===== src/rclm_pkg.sv =====
// Shared constants, types and control structs for the remote code learn-and-match block.
package rclm_pkg;

   localparam int NUM_BUTTONS = 4;
   localparam int NUM_REMOTES = 2;
   localparam int TABLE_SIZE  = NUM_BUTTONS * NUM_REMOTES;

   localparam int REQ_W      = 3;
   localparam int CODE_W     = 32;
   localparam int BUTTON_W   = 4;
   localparam int SLOT_W     = 2;
   localparam int STATUS_W   = 3;
   localparam int CMD_W      = 8;
   localparam int DEBOUNCE_W = 16;
   localparam int CSR_IDX_W  = 2;
   localparam int CSR_DATA_W = 32;
   localparam int MAP_BYTES  = CSR_DATA_W / CMD_W;

   localparam int IDX_W     = (TABLE_SIZE > 1) ? $clog2(TABLE_SIZE) : 1;
   localparam int BTN_CNT_W = (NUM_BUTTONS > 1) ? $clog2(NUM_BUTTONS) : 1;
   localparam int SLT_CNT_W = (NUM_REMOTES > 1) ? $clog2(NUM_REMOTES) : 1;

   typedef logic [REQ_W-1:0]      req_code_type;
   typedef logic [CODE_W-1:0]     code_type;
   typedef logic [BUTTON_W-1:0]   button_type;
   typedef logic [SLOT_W-1:0]     slot_type;
   typedef logic [STATUS_W-1:0]   status_code_type;
   typedef logic [CMD_W-1:0]      cmd_byte_type;
   typedef logic [DEBOUNCE_W-1:0] debounce_type;
   typedef logic [CSR_IDX_W-1:0]  csr_idx_type;
   typedef logic [CSR_DATA_W-1:0] csr_data_type;
   typedef logic [IDX_W-1:0]      idx_type;
   typedef logic [BTN_CNT_W-1:0]  btn_cnt_type;
   typedef logic [SLT_CNT_W-1:0]  slot_cnt_type;

   localparam logic [BUTTON_W:0] BUTTON_LIMIT = (BUTTON_W + 1)'(NUM_BUTTONS);
   localparam logic [SLOT_W:0]   SLOT_LIMIT   = (SLOT_W + 1)'(NUM_REMOTES);
   localparam btn_cnt_type       BTN_LAST     = btn_cnt_type'(NUM_BUTTONS - 1);
   localparam slot_cnt_type      SLOT_LAST    = slot_cnt_type'(NUM_REMOTES - 1);

   // request codes
   localparam req_code_type REQ_RX_CODE      = 3'd0;
   localparam req_code_type REQ_LEARN        = 3'd1;
   localparam req_code_type REQ_CANCEL       = 3'd2;
   localparam req_code_type REQ_CLEAR_ENTRY  = 3'd3;
   localparam req_code_type REQ_CLEAR_BUTTON = 3'd4;
   localparam req_code_type REQ_READ         = 3'd5;

   // result status codes
   localparam status_code_type ST_IGNORED  = 3'd0;
   localparam status_code_type ST_LEARNED  = 3'd1;
   localparam status_code_type ST_MATCHED  = 3'd2;
   localparam status_code_type ST_UNKNOWN  = 3'd3;
   localparam status_code_type ST_DONE     = 3'd4;
   localparam status_code_type ST_REJECTED = 3'd5;

   // configuration register indexes
   localparam csr_idx_type CSR_IS_MASTER   = 2'd0;
   localparam csr_idx_type CSR_DEBOUNCE    = 2'd1;
   localparam csr_idx_type CSR_COMMAND_MAP = 2'd2;

   localparam debounce_type DEBOUNCE_RESET = 16'd200;

   typedef struct packed {
      logic capture;
      logic decide;
      logic scan_step;
      logic load_out;
   } ctrl_cmd_type;

   typedef struct packed {
      logic need_scan;
      logic scan_done;
   } dp_status_type;

endpackage


===== src/rclm_ctrl.sv =====
// Controller state machine: request handshake, sequencing and result handshake.
module rclm_ctrl (
   input  logic                   clock,
   input  logic                   reset,
   input  logic                   req_valid,
   output logic                   req_stall,
   output logic                   rsp_valid,
   input  logic                   rsp_stall,
   output rclm_pkg::ctrl_cmd_type cmd,
   input  rclm_pkg::dp_status_type sts
);

   typedef enum logic [1:0] {
      S_IDLE,
      S_DECIDE,
      S_SCAN,
      S_FINISH
   } state_type;

   state_type state_ff, state_in;
   logic      rsp_valid_ff, rsp_valid_in;
   logic      out_free;

   assign out_free  = !rsp_valid_ff || !rsp_stall;
   assign req_stall = (state_ff != S_IDLE);
   assign rsp_valid = rsp_valid_ff;

   always_comb begin
      state_in      = state_ff;
      cmd           = '0;
      unique case (state_ff)
         S_IDLE: begin
            if (req_valid) begin
               cmd.capture = 1'b1;
               state_in    = S_DECIDE;
            end
         end
         S_DECIDE: begin
            cmd.decide = 1'b1;
            state_in   = sts.need_scan ? S_SCAN : S_FINISH;
         end
         S_SCAN: begin
            cmd.scan_step = 1'b1;
            if (sts.scan_done) begin
               state_in = S_FINISH;
            end
         end
         S_FINISH: begin
            // hold until the output register is free
            if (out_free) begin
               cmd.load_out = 1'b1;
               state_in     = S_IDLE;
            end
         end
         default: begin
            state_in = S_IDLE;
         end
      endcase

      if (cmd.load_out) begin
         rsp_valid_in = 1'b1;
      end else if (rsp_valid_ff && !rsp_stall) begin
         rsp_valid_in = 1'b0;
      end else begin
         rsp_valid_in = rsp_valid_ff;
      end
   end

   always_ff @(posedge clock) begin
      if (reset) begin
         state_ff     <= S_IDLE;
         rsp_valid_ff <= 1'b0;
      end else begin
         state_ff     <= state_in;
         rsp_valid_ff <= rsp_valid_in;
      end
   end

endmodule


===== src/rclm_datapath.sv =====
// Datapath: code table, learn state, configuration registers, scan unit and result registers.
module rclm_datapath (
   input  logic                          clock,
   input  logic                          reset,
   input  rclm_pkg::ctrl_cmd_type        cmd,
   output rclm_pkg::dp_status_type       sts,
   input  rclm_pkg::req_code_type        req_type,
   input  rclm_pkg::code_type            req_rx_code,
   input  rclm_pkg::code_type            req_now_ms,
   input  rclm_pkg::button_type          req_button_index,
   input  rclm_pkg::slot_type            req_slot_index,
   input  logic                          csr_write,
   input  rclm_pkg::csr_idx_type         csr_index,
   input  rclm_pkg::csr_data_type        csr_data,
   output rclm_pkg::status_code_type     rsp_status,
   output rclm_pkg::button_type          rsp_hit_button,
   output rclm_pkg::cmd_byte_type        rsp_command,
   output rclm_pkg::code_type            rsp_code_out,
   output logic                          rsp_learning,
   output rclm_pkg::button_type          rsp_learn_button,
   output rclm_pkg::slot_type            rsp_learn_slot,
   output logic                          rsp_save_request
);

   function automatic rclm_pkg::idx_type entry_index(input rclm_pkg::button_type btn,
                                                     input rclm_pkg::slot_type slot);
      return rclm_pkg::idx_type'(int'(btn) * rclm_pkg::NUM_REMOTES + int'(slot));
   endfunction

   function automatic rclm_pkg::cmd_byte_type map_command(input rclm_pkg::csr_data_type map,
                                                          input rclm_pkg::button_type btn);
      rclm_pkg::cmd_byte_type result;
      result = '0;
      for (int i = 0; i < rclm_pkg::MAP_BYTES; i++) begin
         if (btn == rclm_pkg::button_type'(i)) begin
            result = map[i*rclm_pkg::CMD_W +: rclm_pkg::CMD_W];
         end
      end
      return result;
   endfunction

   // configuration and persistent state
   logic                   is_master_ff, is_master_in;
   rclm_pkg::debounce_type debounce_ff, debounce_in;
   rclm_pkg::csr_data_type cmd_map_ff, cmd_map_in;
   rclm_pkg::code_type     table_ff [rclm_pkg::TABLE_SIZE];
   rclm_pkg::code_type     table_in [rclm_pkg::TABLE_SIZE];
   logic                   learn_armed_ff, learn_armed_in;
   rclm_pkg::button_type   armed_btn_ff, armed_btn_in;
   rclm_pkg::slot_type     armed_slot_ff, armed_slot_in;
   rclm_pkg::code_type     last_ms_ff, last_ms_in;

   // captured request
   rclm_pkg::req_code_type rtype_ff, rtype_in;
   rclm_pkg::code_type     code_ff, code_in;
   rclm_pkg::code_type     now_ff, now_in;
   rclm_pkg::button_type   rbtn_ff, rbtn_in;
   rclm_pkg::slot_type     rslot_ff, rslot_in;

   // scan counters
   rclm_pkg::btn_cnt_type  scan_btn_ff, scan_btn_in;
   rclm_pkg::slot_cnt_type scan_slot_ff, scan_slot_in;

   // staged result
   rclm_pkg::status_code_type res_status_ff, res_status_in;
   rclm_pkg::button_type      res_hit_ff, res_hit_in;
   rclm_pkg::cmd_byte_type    res_cmd_ff, res_cmd_in;
   rclm_pkg::code_type        res_code_ff, res_code_in;
   logic                      res_save_ff, res_save_in;

   // output register
   rclm_pkg::status_code_type rsp_status_ff, rsp_status_in;
   rclm_pkg::button_type      rsp_hit_ff, rsp_hit_in;
   rclm_pkg::cmd_byte_type    rsp_cmd_ff, rsp_cmd_in;
   rclm_pkg::code_type        rsp_code_ff, rsp_code_in;
   logic                      rsp_learning_ff, rsp_learning_in;
   rclm_pkg::button_type      rsp_lbtn_ff, rsp_lbtn_in;
   rclm_pkg::slot_type        rsp_lslot_ff, rsp_lslot_in;
   logic                      rsp_save_ff, rsp_save_in;

   logic                 btn_ok, pair_ok, armed_ok, rx_ok, scan_hit, scan_last;
   rclm_pkg::code_type   elapsed;
   rclm_pkg::idx_type    req_idx, armed_idx, scan_idx, rd_idx;
   rclm_pkg::code_type   rd_data;

   assign btn_ok   = ({1'b0, rbtn_ff} < rclm_pkg::BUTTON_LIMIT);
   assign pair_ok  = btn_ok && ({1'b0, rslot_ff} < rclm_pkg::SLOT_LIMIT);
   assign armed_ok = ({1'b0, armed_btn_ff} < rclm_pkg::BUTTON_LIMIT) &&
                     ({1'b0, armed_slot_ff} < rclm_pkg::SLOT_LIMIT);
   assign elapsed  = now_ff - last_ms_ff;
   assign rx_ok    = (rtype_ff == rclm_pkg::REQ_RX_CODE) && (code_ff != '0) && is_master_ff &&
                     (elapsed >= rclm_pkg::code_type'(debounce_ff));

   assign req_idx   = entry_index(rbtn_ff, rslot_ff);
   assign armed_idx = entry_index(armed_btn_ff, armed_slot_ff);
   assign scan_idx  = entry_index(rclm_pkg::button_type'(scan_btn_ff),
                                  rclm_pkg::slot_type'(scan_slot_ff));

   // single table read port
   assign rd_idx  = cmd.scan_step ? scan_idx : req_idx;
   assign rd_data = ({1'b0, rd_idx} < (rclm_pkg::IDX_W + 1)'(rclm_pkg::TABLE_SIZE)) ?
                    table_ff[rd_idx] : '0;

   assign scan_hit  = (rd_data != '0) && (rd_data == code_ff);
   assign scan_last = (scan_btn_ff == rclm_pkg::BTN_LAST) && (scan_slot_ff == rclm_pkg::SLOT_LAST);

   assign sts.need_scan = rx_ok && !learn_armed_ff;
   assign sts.scan_done = scan_hit || scan_last;

   always_comb begin
      is_master_in    = is_master_ff;
      debounce_in     = debounce_ff;
      cmd_map_in      = cmd_map_ff;
      table_in        = table_ff;
      learn_armed_in  = learn_armed_ff;
      armed_btn_in    = armed_btn_ff;
      armed_slot_in   = armed_slot_ff;
      last_ms_in      = last_ms_ff;
      rtype_in        = rtype_ff;
      code_in         = code_ff;
      now_in          = now_ff;
      rbtn_in         = rbtn_ff;
      rslot_in        = rslot_ff;
      scan_btn_in     = scan_btn_ff;
      scan_slot_in    = scan_slot_ff;
      res_status_in   = res_status_ff;
      res_hit_in      = res_hit_ff;
      res_cmd_in      = res_cmd_ff;
      res_code_in     = res_code_ff;
      res_save_in     = res_save_ff;
      rsp_status_in   = rsp_status_ff;
      rsp_hit_in      = rsp_hit_ff;
      rsp_cmd_in      = rsp_cmd_ff;
      rsp_code_in     = rsp_code_ff;
      rsp_learning_in = rsp_learning_ff;
      rsp_lbtn_in     = rsp_lbtn_ff;
      rsp_lslot_in    = rsp_lslot_ff;
      rsp_save_in     = rsp_save_ff;

      if (cmd.capture) begin
         rtype_in = req_type;
         code_in  = req_rx_code;
         now_in   = req_now_ms;
         rbtn_in  = req_button_index;
         rslot_in = req_slot_index;
      end

      if (cmd.decide) begin
         res_status_in = rclm_pkg::ST_IGNORED;
         res_hit_in    = '0;
         res_cmd_in    = '0;
         res_code_in   = '0;
         res_save_in   = 1'b0;
         scan_btn_in   = '0;
         scan_slot_in  = '0;
         unique case (rtype_ff)
            rclm_pkg::REQ_RX_CODE: begin
               if (rx_ok) begin
                  last_ms_in = now_ff;
                  if (learn_armed_ff) begin
                     if (armed_ok) begin
                        table_in[armed_idx] = code_ff;
                     end
                     learn_armed_in = 1'b0;
                     res_save_in    = 1'b1;
                     res_status_in  = rclm_pkg::ST_LEARNED;
                  end else begin
                     // miss unless the scan finds the code
                     res_status_in = rclm_pkg::ST_UNKNOWN;
                  end
               end
            end
            rclm_pkg::REQ_LEARN: begin
               if (is_master_ff) begin
                  if (!pair_ok) begin
                     res_status_in = rclm_pkg::ST_REJECTED;
                  end else begin
                     learn_armed_in = 1'b1;
                     armed_btn_in   = rbtn_ff;
                     armed_slot_in  = rslot_ff;
                     res_status_in  = rclm_pkg::ST_DONE;
                  end
               end
            end
            rclm_pkg::REQ_CANCEL: begin
               learn_armed_in = 1'b0;
               res_status_in  = rclm_pkg::ST_DONE;
            end
            rclm_pkg::REQ_CLEAR_ENTRY: begin
               if (!pair_ok) begin
                  res_status_in = rclm_pkg::ST_REJECTED;
               end else begin
                  table_in[req_idx] = '0;
                  res_status_in     = rclm_pkg::ST_DONE;
               end
            end
            rclm_pkg::REQ_CLEAR_BUTTON: begin
               if (!btn_ok) begin
                  res_status_in = rclm_pkg::ST_REJECTED;
               end else begin
                  for (int b = 0; b < rclm_pkg::NUM_BUTTONS; b++) begin
                     for (int s = 0; s < rclm_pkg::NUM_REMOTES; s++) begin
                        if (rbtn_ff == rclm_pkg::button_type'(b)) begin
                           table_in[b*rclm_pkg::NUM_REMOTES + s] = '0;
                        end
                     end
                  end
                  res_status_in = rclm_pkg::ST_DONE;
               end
            end
            rclm_pkg::REQ_READ: begin
               if (!pair_ok) begin
                  res_status_in = rclm_pkg::ST_REJECTED;
               end else begin
                  res_code_in   = rd_data;
                  res_status_in = rclm_pkg::ST_DONE;
               end
            end
            default: begin
            end
         endcase
      end

      if (cmd.scan_step) begin
         if (scan_hit) begin
            res_status_in = rclm_pkg::ST_MATCHED;
            res_hit_in    = rclm_pkg::button_type'(scan_btn_ff);
            res_cmd_in    = map_command(cmd_map_ff, rclm_pkg::button_type'(scan_btn_ff));
         end else if (scan_slot_ff == rclm_pkg::SLOT_LAST) begin
            // advance to the next button
            scan_slot_in = '0;
            scan_btn_in  = scan_btn_ff + 1'b1;
         end else begin
            scan_slot_in = scan_slot_ff + 1'b1;
         end
      end

      if (cmd.load_out) begin
         rsp_status_in   = res_status_ff;
         rsp_hit_in      = res_hit_ff;
         rsp_cmd_in      = res_cmd_ff;
         rsp_code_in     = res_code_ff;
         rsp_learning_in = learn_armed_ff;
         rsp_lbtn_in     = armed_btn_ff;
         rsp_lslot_in    = armed_slot_ff;
         rsp_save_in     = res_save_ff;
      end

      if (csr_write) begin
         unique case (csr_index)
            rclm_pkg::CSR_IS_MASTER:   is_master_in = csr_data[0];
            rclm_pkg::CSR_DEBOUNCE:    debounce_in  = csr_data[rclm_pkg::DEBOUNCE_W-1:0];
            rclm_pkg::CSR_COMMAND_MAP: cmd_map_in   = csr_data;
            default: begin
            end
         endcase
      end
   end

   always_ff @(posedge clock) begin
      if (reset) begin
         is_master_ff   <= 1'b1;
         debounce_ff    <= rclm_pkg::DEBOUNCE_RESET;
         cmd_map_ff     <= '0;
         for (int i = 0; i < rclm_pkg::TABLE_SIZE; i++) begin
            table_ff[i] <= '0;
         end
         learn_armed_ff <= 1'b0;
         armed_btn_ff   <= '0;
         armed_slot_ff  <= '0;
         last_ms_ff     <= '0;
      end else begin
         is_master_ff   <= is_master_in;
         debounce_ff    <= debounce_in;
         cmd_map_ff     <= cmd_map_in;
         table_ff       <= table_in;
         learn_armed_ff <= learn_armed_in;
         armed_btn_ff   <= armed_btn_in;
         armed_slot_ff  <= armed_slot_in;
         last_ms_ff     <= last_ms_in;
      end
   end

   always_ff @(posedge clock) begin
      rtype_ff        <= rtype_in;
      code_ff         <= code_in;
      now_ff          <= now_in;
      rbtn_ff         <= rbtn_in;
      rslot_ff        <= rslot_in;
      scan_btn_ff     <= scan_btn_in;
      scan_slot_ff    <= scan_slot_in;
      res_status_ff   <= res_status_in;
      res_hit_ff      <= res_hit_in;
      res_cmd_ff      <= res_cmd_in;
      res_code_ff     <= res_code_in;
      res_save_ff     <= res_save_in;
      rsp_status_ff   <= rsp_status_in;
      rsp_hit_ff      <= rsp_hit_in;
      rsp_cmd_ff      <= rsp_cmd_in;
      rsp_code_ff     <= rsp_code_in;
      rsp_learning_ff <= rsp_learning_in;
      rsp_lbtn_ff     <= rsp_lbtn_in;
      rsp_lslot_ff    <= rsp_lslot_in;
      rsp_save_ff     <= rsp_save_in;
   end

   assign rsp_status       = rsp_status_ff;
   assign rsp_hit_button   = rsp_hit_ff;
   assign rsp_command      = rsp_cmd_ff;
   assign rsp_code_out     = rsp_code_ff;
   assign rsp_learning     = rsp_learning_ff;
   assign rsp_learn_button = rsp_lbtn_ff;
   assign rsp_learn_slot   = rsp_lslot_ff;
   assign rsp_save_request = rsp_save_ff;

endmodule


===== src/remote_code_learn_and_match.sv =====
// Top level of the remote code learn-and-match block: controller beside datapath.
// A taken request is captured, decided and loaded into the output register once that is free;
// a received code that scans the table passes the scan first (one table entry compared per cycle,
// button then slot, over up to eight entries). New requests stall until the last result is loaded.
// A finished result waits in the output register while the next request is taken in.
// Reset (sync, active high) clears table and learn state; master on, 200 ms debounce, map zero.
module remote_code_learn_and_match (
   input  logic                      clock,
   input  logic                      reset,
   input  logic                      req_valid,
   output logic                      req_stall,
   input  rclm_pkg::req_code_type    req_type,
   input  rclm_pkg::code_type        req_rx_code,
   input  rclm_pkg::code_type        req_now_ms,
   input  rclm_pkg::button_type      req_button_index,
   input  rclm_pkg::slot_type        req_slot_index,
   output logic                      rsp_valid,
   input  logic                      rsp_stall,
   output rclm_pkg::status_code_type rsp_status,
   output rclm_pkg::button_type      rsp_hit_button,
   output rclm_pkg::cmd_byte_type    rsp_command,
   output rclm_pkg::code_type        rsp_code_out,
   output logic                      rsp_learning,
   output rclm_pkg::button_type      rsp_learn_button,
   output rclm_pkg::slot_type        rsp_learn_slot,
   output logic                      rsp_save_request,
   input  logic                      csr_write,
   input  rclm_pkg::csr_idx_type     csr_index,
   input  rclm_pkg::csr_data_type    csr_data
);

   rclm_pkg::ctrl_cmd_type  cmd;
   rclm_pkg::dp_status_type sts;

   rclm_ctrl u_ctrl (
      .clock     (clock),
      .reset     (reset),
      .req_valid (req_valid),
      .req_stall (req_stall),
      .rsp_valid (rsp_valid),
      .rsp_stall (rsp_stall),
      .cmd       (cmd),
      .sts       (sts)
   );

   rclm_datapath u_datapath (
      .clock            (clock),
      .reset            (reset),
      .cmd              (cmd),
      .sts              (sts),
      .req_type         (req_type),
      .req_rx_code      (req_rx_code),
      .req_now_ms       (req_now_ms),
      .req_button_index (req_button_index),
      .req_slot_index   (req_slot_index),
      .csr_write        (csr_write),
      .csr_index        (csr_index),
      .csr_data         (csr_data),
      .rsp_status       (rsp_status),
      .rsp_hit_button   (rsp_hit_button),
      .rsp_command      (rsp_command),
      .rsp_code_out     (rsp_code_out),
      .rsp_learning     (rsp_learning),
      .rsp_learn_button (rsp_learn_button),
      .rsp_learn_slot   (rsp_learn_slot),
      .rsp_save_request (rsp_save_request)
   );

endmodule

===== config.mk =====
export PLATFORM = sky130hd
export DESIGN_NAME = remote_code_learn_and_match
export DESIGN_NICKNAME = d
export VERILOG_FILES = /design/src/rclm_pkg.sv /design/src/rclm_ctrl.sv /design/src/rclm_datapath.sv /design/src/remote_code_learn_and_match.sv
export SDC_FILE = /design/constraint.sdc
export NUM_CORES = 1
export LEC_CHECK = 0
export BUFFER_PORTS_ARGS = -buffer_cell sky130_fd_sc_hd__buf_2
export CAP_MARGIN = 20
export CORE_MARGIN = 3
export CORE_UTILIZATION = 48
export CTS_CLUSTER_SIZE = 14
export DETAILED_ROUTE_END_ITERATION = 16
export PLACE_DENSITY = 0.68
export REMOVE_ABC_BUFFERS = 1
export SLEW_MARGIN = 25
export SYNTH_ARGS = -nofsm -noshare
export SYNTH_HDL_FRONTEND = slang
export SYNTH_SLANG_ARGS = --single-unit

===== constraint.sdc =====
create_clock -name clock -period 11.97 [get_ports clock]
set_input_delay 1.197 -clock clock [delete_from_list [all_inputs] [get_ports clock]]
set_output_delay 1.197 -clock clock [all_outputs]
set_load 0.03 [all_outputs]

==> impl_metrics.tcl <==
set metrics [dict create \
    seq_area_frac_synth 0.503 \
    avgRoutedWirePerCell_um 23.2 \
    clock_path_buffers 3 \
    timing.fmax_mhz 149 \
    yosys_most_used_dff "dfxtp_1" \
    yosysWarnings 0 \
    p_int_mw 3.50 \
    firstDrtPassIters 6 \
    postRouteAntennaNets 0 \
    ctsHtreeMaxLevel 2 \
    worstSetupPathType "reg -> reg" \
    drive_gt1_frac 0.139 \
    maxCapViolCount 0 \
    power_frac_clock 0.325 \
    syn_inst 2318 \
    arrival_ns 7.26 \
    setup_tns_ns 0 \
    start_util 0.489 \
    vias_per_cell 6.15 \
    avgSynthCellArea_um2 10.4 \
    vias 19200 \
    gp_congestion 0.896 \
    numPortBuffers 168 \
    area_growth_pct 13.3 \
    cts_tree "done" \
    cts_hold_buf 0 \
    nets 2590 \
    hold_violations 0 \
    met2_usage 0.425 \
    reg2reg_depth 20 \
    setup_viol 0 \
    synth_seq_cells 526 \
    chipWidth_um 230 \
    pwr-share-comb 0.275 \
    core-area_mm2 0.0494 \
    cp_max_fo 32 \
    power.density_mw_per_mm2 194 \
    ys_types 79 \
    root_buffer "clkbuf_16" \
    dp_hpwl_um 48200 \
    rows 81 \
    critPathLaunchType "register" \
    finalMaxSlewViolations 0 \
    top_level_ports 169 \
    pre_cts_ws_ns 5.49 \
    die_h_um 230 \
    rsz0062_at_grt "false" \
    grt_overflow 0 \
    cts_setup_buffers 0 \
    post-synth-top-area-fraction 0.303 \
    synth.area.top_cells "dfxtp_1 (30%), edfxtp_1 (20%), mux2i_1 (6.3%), o2bb2ai_1 (5.8%), nand2_1 (3.9%)" \
    busiest_layer "met2" \
    clkSinkCount 526 \
    hold_depth 0 \
    yosysTopAreaCell "dfxtp_1" \
    max_slew_margin 0.339 \
    critPathRequiredTime_ns 12.54 \
    cp-end-kind "register" \
    async_flop_share 0 \
    grt_max_degree 78 \
    hold_path.class "reg -> reg" \
    syn_area_mm2 0.0241 \
    outcome "completed" \
    cts_made_buffers 54 \
    dieArea_mm2 0.0530 \
    p_switching_mw 1.82 \
    post-route-period-util 0.559 \
    drc 0 \
    grt_pass1_vias 18500 \
    fin_crit_ns 6.69 \
    r2r_setup_slack_ns 5.28 \
    grtUsageMet3 0.0453 \
    cts_resized 0 \
    whs_endpoint "u_datapath.rsp_code_out[0]$_DFFE_PP_" \
    drtIter0Drc 2081 \
    ir_worst_vdd_v 0.000105 \
    p_leak_nw 10.5 \
    p_seq_frac 0.400 \
    min_from "u_datapath.res_code_ff[0]$_SDFFCE_PN0P_" \
    clock_skew_ns 0.0388 \
    tightest_slew_ns 0.991 \
    grt_pass1_wl_um 110000 \
    gr-usage-met1 0.370 \
    wirelength_um 72700 \
    synth_edf_count 161 \
    layout_common_cells "dfxtp_1 (365), nand2_1 (252), buf_2 (167), o2bb2ai_1 (161), edfxtp_1 (161)" \
    worstSkewPairLatency_ns 0.63 \
    swShare 0.343 \
    grt_antenna_before_repair 0 \
    r2r_start "u_datapath.now_ff[4]$_DFFE_PP_" \
    final_common_cell "dfxtp_1" \
    clk_pin_slew_ns 0.06 \
    fin_ws_ns 5.28 \
    grt_use_total 0.266 \
    num_antenna_cells 0 \
]
metal layers:
layer | vias up | part of all wire
met5 | - | 0
met4 | 0 | 0.028
met1 | 9351 | 0.44
li1 | 8772 | -
met2 | 956 | 0.45
met3 | 144 | 0.083
power by group through the flow:
stage          combinational (mW)  clock, mW  sequential, mW
3_3_place_gp                 1.41          0            2.16
2_1_floorplan               0.960          0            2.16
4_1_cts                      1.44       1.75            2.12
3_5_place_dp                 1.43          0            2.16
5_1_grt                      1.57       1.82            2.14
6_report                     1.46       1.73            2.13
per-stage QoR:
stage,power [mW],instance area (µm²),hold WS [ns],util,instances
after CTS,5.32,27400,0.419,0.554,3128
after floorplan,3.12,23500,0.400,-,2164
after global placement,3.57,25500,0.404,0.517,3025
final,5.32,27400,0.411,0.554,3128
after detailed placement,3.60,25500,0.405,0.517,3027
after global routing,5.53,27400,0.428,0.554,3128
how the worst max path moves through the flow:
stage	startpoint	end	slack, ns	cells past startpoint
3_5_place_dp	u_datapath.now_ff[4]$_DFFE_PP_	register	5.49	20
6_report	u_datapath.now_ff[4]$_DFFE_PP_	register	5.28	20
2_1_floorplan	u_ctrl.state_ff[0]$_SDFFE_PP0P_	u_datapath.res_hit_ff[2]$_DFF_P_	5.33	11
3_3_place_gp	u_datapath.now_ff[4]$_DFFE_PP_	register	5.78	20
4_1_cts	u_datapath.now_ff[4]$_DFFE_PP_	register	5.45	20
5_1_grt	u_datapath.now_ff[4]$_DFFE_PP_	register	4.98	20
cell type report:
type                    count  area, µm²
fillers                  4254      22000
flip-flops and latches    526      12100
multi-input cells        1530      11100
clock buffers              72       1460
repair buffers            199       1080
well taps                 664        831
inverters                 108        405
clock inverters            29        360
cell usage after synthesis, types with 15 or more instances:
library cell	n
ha_1	58
nand4_1	28
nor2b_1	15
nor4_1	47
buf_2	45
a31oi_1	22
xor2_1	32
mux4_2	27
a21o_1	15
and2_1	20
o2bb2ai_1	161
clkbuf_1	98
nor2_1	136
a21oi_1	139
and3_1	16
a211oi_1	15
edfxtp_1	161
nor3_1	29
o21ai_0	31
a22o_1	97
mux2i_1	152
nand3_1	24
inv_1	108
dfxtp_1	365
xnor2_1	37
nand2_1	253
critical path: stages, from the launching register on:
cell	delay, ns
edfxtp_1	0.40
ha_1	0.39
a21o_1	0.20
a31o_2	0.25
o21ai_0	0.43
and2_1	0.25
o21ai_0	0.15
a21o_1	0.21
a21oi_1	0.17
xnor2_1	0.09
ha_1	0.32
nand4_1	0.10
or4_1	0.56
o2111ai_1	0.19
and4b_1	0.22
o2111a_1	0.12
and4_1	0.20
a31oi_1	0.63
a31o_2	0.57
and4b_2	0.92
a22o_1	0.24
logic make-up (layout without fill, tap and decap cells):
| family | count (synthesis) | after routing | synth area share |
|---|---|---|---|
| multiplexers | 182 | 182 | 0.0896 |
| AND/OR/NAND/NOR | 620 | 620 | 0.121 |
| buffers and inverters | 262 | 408 | 0.0432 |
| XOR/XNOR | 71 | 71 | 0.0264 |
| AO/OA/AOI/OAI | 598 | 598 | 0.186 |
| adder cells (fa/ha/maj) | 59 | 59 | 0.0309 |
| flip-flops | 526 | 526 | 0.503 |
No activity file was read; power rests on OpenSTA's default activity.
